--- src/rtl/crlru_pkg.sv ---
// Shared constants, types and helpers for the LRU age-rank replacement block.
`default_nettype none

package crlru_pkg;

   // Cache geometry. SETS must be a power of two no larger than the set field covers.
   localparam int SETS   = 1024;
   localparam int WAYS   = 16;
   localparam int SET_W  = (SETS > 1) ? $clog2(SETS) : 1;
   localparam int RANK_W = $clog2(WAYS);
   localparam int ROW_W  = WAYS * RANK_W;

   // Field widths of the request and response beats.
   localparam int KIND_W = 2;
   localparam int SIDX_W = 10;
   localparam int WAY_W  = 4;
   localparam int MASK_W = 16;

   // Operation codes carried in req_kind.
   localparam logic [KIND_W-1:0] KIND_TOUCH  = 2'd0;
   localparam logic [KIND_W-1:0] KIND_DEMOTE = 2'd1;
   localparam logic [KIND_W-1:0] KIND_VICTIM = 2'd2;

   typedef logic [RANK_W-1:0] rank_type;
   typedef rank_type [WAYS-1:0] row_type;

   // Commands from the controller to the datapath.
   typedef struct packed {
      logic clear_step;
      logic capture;
      logic update;
      logic load_rsp;
   } crlru_cmd_type;

   // Status from the datapath to the controller.
   typedef struct packed {
      logic clear_last;
      logic is_victim;
   } crlru_sts_type;

   // Rank row after reset: way w holds rank w.
   function automatic row_type init_row();
      row_type row;
      for (int w = 0; w < WAYS; w++) begin
         row[w] = RANK_W'(w);
      end
      return row;
   endfunction

endpackage

`default_nettype wire

--- src/rtl/crlru_ctrl.sv ---
// Controller: clearing pass, read-modify-write sequencing and response handshake.
`default_nettype none

module crlru_ctrl
   import crlru_pkg::*;
(
   input  wire logic          clock,
   input  wire logic          reset,
   input  wire logic          req_valid,
   output logic               req_stall,
   output logic               rsp_valid,
   input  wire logic          rsp_stall,
   output crlru_cmd_type      cmd,
   input  wire crlru_sts_type sts
);

   localparam logic [1:0] S_CLEAR = 2'd0;
   localparam logic [1:0] S_IDLE  = 2'd1;
   localparam logic [1:0] S_CALC  = 2'd2;

   logic [1:0] state_ff, state_in;
   logic       rsp_valid_ff, rsp_valid_in;
   logic       out_free;

   assign out_free = !rsp_valid_ff || !rsp_stall;

   // Next state and commands.
   always_comb begin
      state_in = state_ff;
      cmd      = '0;
      case (state_ff)
         S_CLEAR: begin
            cmd.clear_step = 1'b1;
            if (sts.clear_last) begin
               state_in = S_IDLE;
            end
         end
         S_IDLE: begin
            if (req_valid) begin
               cmd.capture = 1'b1;
               state_in    = S_CALC;
            end
         end
         S_CALC: begin
            if (!sts.is_victim) begin
               cmd.update = 1'b1;
               state_in   = S_IDLE;
            end else if (out_free) begin
               cmd.update   = 1'b1;
               cmd.load_rsp = 1'b1;
               state_in     = S_IDLE;
            end
         end
         default: begin
            state_in = S_CLEAR;
         end
      endcase
   end

   // Response valid flag of the output register.
   assign rsp_valid_in = cmd.load_rsp || (rsp_valid_ff && rsp_stall);

   always_ff @(posedge clock) begin
      if (reset) begin
         state_ff     <= S_CLEAR;
         rsp_valid_ff <= 1'b0;
      end else begin
         state_ff     <= state_in;
         rsp_valid_ff <= rsp_valid_in;
      end
   end

   assign req_stall = (state_ff != S_IDLE);
   assign rsp_valid = rsp_valid_ff;

   // A waiting response beat is never overwritten.
   a_no_overwrite: assert property (@(posedge clock) disable iff (reset)
      cmd.load_rsp |-> !(rsp_valid_ff && rsp_stall))
      else $error("response register overwritten while stalled");

   // Only a victim query loads a response.
   a_rsp_only_victim: assert property (@(posedge clock) disable iff (reset)
      cmd.load_rsp |-> sts.is_victim)
      else $error("response loaded for a non-victim operation");

   // The clearing pass ends after its last set.
   a_clear_done: assert property (@(posedge clock) disable iff (reset)
      (state_ff == S_CLEAR && sts.clear_last) |=> (state_ff == S_IDLE))
      else $error("clearing pass did not finish");

   // An accepted beat always moves on to the update step.
   a_accept_calc: assert property (@(posedge clock) disable iff (reset)
      (req_valid && !req_stall) |=> (state_ff == S_CALC))
      else $error("accepted beat not followed by update step");

   // A write-back only happens in the update step.
   a_update_state: assert property (@(posedge clock) disable iff (reset)
      cmd.update |-> (state_ff == S_CALC))
      else $error("row update outside the update step");

endmodule

`default_nettype wire
--- config.mk ---
export PLATFORM = sky130hd
export DESIGN_NAME = crlru_ctrl
export DESIGN_NICKNAME = d
export VERILOG_FILES = /design/src/rtl/crlru_pkg.sv /design/src/rtl/crlru_ctrl.sv
export SDC_FILE = /design/constraint.sdc
export NUM_CORES = 1
export LEC_CHECK = 0
export ABC_AREA = 1
export BUFFER_PORTS_ARGS = -buffer_cell sky130_fd_sc_hd__clkbuf_2
export CAP_MARGIN = 10
export CORE_AREA = 2 2 39 41
export DETAILED_ROUTE_END_ITERATION = 12
export DIE_AREA = 0 0 41 43
export PLACE_DENSITY = 0.33
export SLEW_MARGIN = 0
export SYNTH_ARGS = -nofsm -noshare
export SYNTH_HDL_FRONTEND = slang
export SYNTH_SLANG_ARGS = --single-unit
export TNS_END_PERCENT = 5
--- constraint.sdc ---
create_clock -name clock -period 0.8 [get_ports clock]
set_input_delay 0 -clock clock [delete_from_list [all_inputs] [get_ports clock]]
set_output_delay 0 -clock clock [all_outputs]
set_load 0.05 [all_outputs]
==> reports/summary.txt <==
Measured slew at the worst slew-check pin: 141 ps
Final period util: 129%
Commonest cells after routing, fill and taps aside: clkbuf_2, buf_4, inv_2, buf_8
Core area: 1380 um^2
DR vias/cell: 3.65
Max-Cap Viols: 0
Setup WS pre-CTS: -159 ps
Max frequency: 966 MHz
Crit path kind: reg2out
Cts bufs inserted: 3
Final ANT Viol Nets: 0
Fin nets: 59
CP max FO: 3
Layout area overhead: 154%
CTS tree: built
Crit path required time: 800 ps
Die Wd: 41 um
Avg WL per Cell: 7.10 um
Routed vias: 248
Starting DRT DRC Count: 2
Largest net degree at the start of global routing: 5
CP Capture Type: output port
Root Driver: clkbuf_4
Worst r2r src: state_ff[1]$_SDFFE_PP0P_
Worst-Skew Late Latency: 230 ps
Gpl congestion: 0.661
Die height: 43 um
Syn Inst Count: 30
DRC viols: 0
CTS H-tree lvls: 1
Warnings, synthesis: 0
Gr usage total: 7.11%
# fillers: 155
Tmin final: 1040 ps
Final Max Slew Viols: 0
Worst Setup EP: cmd[2]
FF+latch count, synth: 3
Setup crit start kind: flip-flop
Footprint of the multi-input gates: 135 um^2
Initial antenna violation count: 0
Status: finished, violations left
Setup Skew: 0.351 ps
Number of setup violations in the final report: 8
Worst-path clk slew: 40 ps
CP startpoint: state_ff[1]$_SDFFE_PP0P_
Setup ws final: -235 ps
Clock sink total: 3
Row count: 14
R2R Path End: state_ff[0]$_SDFFE_PP0P_
Share of cells above drive strength 1: 73.1%
Vias in the first global route: 213
Die footprint: 1760 um^2
Starting density of the core: 13.1%
FF-to-FF setup slack: -140 ps
Unrepaired setup endpoints after global routing: yes
Hold Path Class: in2reg
Worst Reg-to-Reg Cells: 6
DRT Wirelength: 483 um
Slew HR: 90.5%
# IOs: 12
First-pass GRT wire length: 772 um
Final Hold Viols: 0
Register area share after synthesis: 33.1%
Synth cell types: 10
Fin cells: 68
Setup_tns: -1290 ps
Hold Slack: 22.2 ps
Post-Place Cells: 60
Power density over the cells: 1500 nW/um^2
Peak supply drop: 518 uV
Drt first pass iters: 3
Crit path DAT: 1040 ps
Overall power: 0.689 mW
Remaining Overflow, GRT: 0
Failing checks: negative setup slack
Antenna Cells: 0
Post-Syn Area: 181 um^2
Syn Nets: 36
Max Root-Sink Buffers: 2
Syn avg cell area: 6.05 um^2
# port buffers: 11
Leakage: 0.228 nW
Register area: 68.8 um^2
==> layout make-up <==
| cell class | instances | area share (%) |
|---|---|---|
| clock buffer | 4 | 5.71 |
| inverter | 8 | 7.61 |
| multi-input combinational | 19 | 29.3 |
| sequential | 3 | 14.9 |
| tap | 16 | 4.35 |
| timing repair buffer | 18 | 38.0 |
==> power breakdown <==
group / internal, mW / leakage [nW] / total [mW] / switching [mW]
registers: 0.156 / 0.0264 / 0.163 / 0.00666
clock network: 0.187 / 0.0150 / 0.271 / 0.0840
logic: 0.115 / 0.186 / 0.255 / 0.140
==> sequential cells by signal (all words and copies together) (netlist names) <==
signal     cells
state_ff       2
rsp_valid      1
==> layer usage <==
layer | vias up | routed length, um | share of wire [%] | global-route usage (%)
li1 | 131 | - | - | -
met1 | 107 | 187 | 39 | 7.35
met2 | 10 | 246 | 51 | 9.38
met3 | 0 | 49 | 10 | 4.71
met4 | 0 | 0 | 0 | 6.00
met5 | - | 0 | 0 | 0
==> through the flow <==
stage               cell area (um^2)  util, %
global placement                 334     24.1
finish                           460     33.3
floorplan                        221        -
detailed placement               334     24.1
CTS                              450     32.5
global route                     460     33.3
==> worst max-delay path, cell delays in order (launching register included) <==
cell	delay (ps)
dfxtp_2	320
buf_6	120
inv_6	60
nand2_8	50
nor2_4	110
buf_12	140
==> cell families after synthesis <==
family          Yosys count  share of synthesized area [%]
simple gates             17                           44.8
buf+inv                   8                           16.6
flops                     3                           33.1
compound gates            2                           5.51
==> worst min path at each step <==
stage               startpoint                  endpoint  slack [ps]  cells past startpoint
floorplan                reset      rsp_valid$_SDFF_PP0_          60                      1
global placement         reset  state_ff[1]$_SDFFE_PP0P_         200                      2
detailed placement       reset  state_ff[1]$_SDFFE_PP0P_         200                      2
CTS                  rsp_stall      rsp_valid$_SDFF_PP0_          10                      3
global route         rsp_stall      rsp_valid$_SDFF_PP0_          30                      3
finish               rsp_stall      rsp_valid$_SDFF_PP0_          20                      3
==> cell usage after synthesis <==
master | instances | share of area (%)
a21oi_1 | 1 | 2.8
clkinv_1 | 1 | 2.1
dfxtp_1 | 3 | 33
inv_1 | 7 | 14
nand2_1 | 8 | 17
nand3_1 | 2 | 5.5
nor2_1 | 3 | 6.2
nor2_2 | 3 | 10
nor2_4 | 1 | 6.2
o21ai_0 | 1 | 2.8
==> timing repair <==
| item | CTS | global route |
|---|---|---|
| endpoints found under the hold margin | 2 | 0 |
| hold buffers | 1 | 0 |
| pin swaps | 2 | 0 |
| setup endpoints to repair | 9 | 9 |
| buffers inserted | 3 | 0 |
| resized for setup | 19 | 7 |
(Power assumes the default switching activity.)
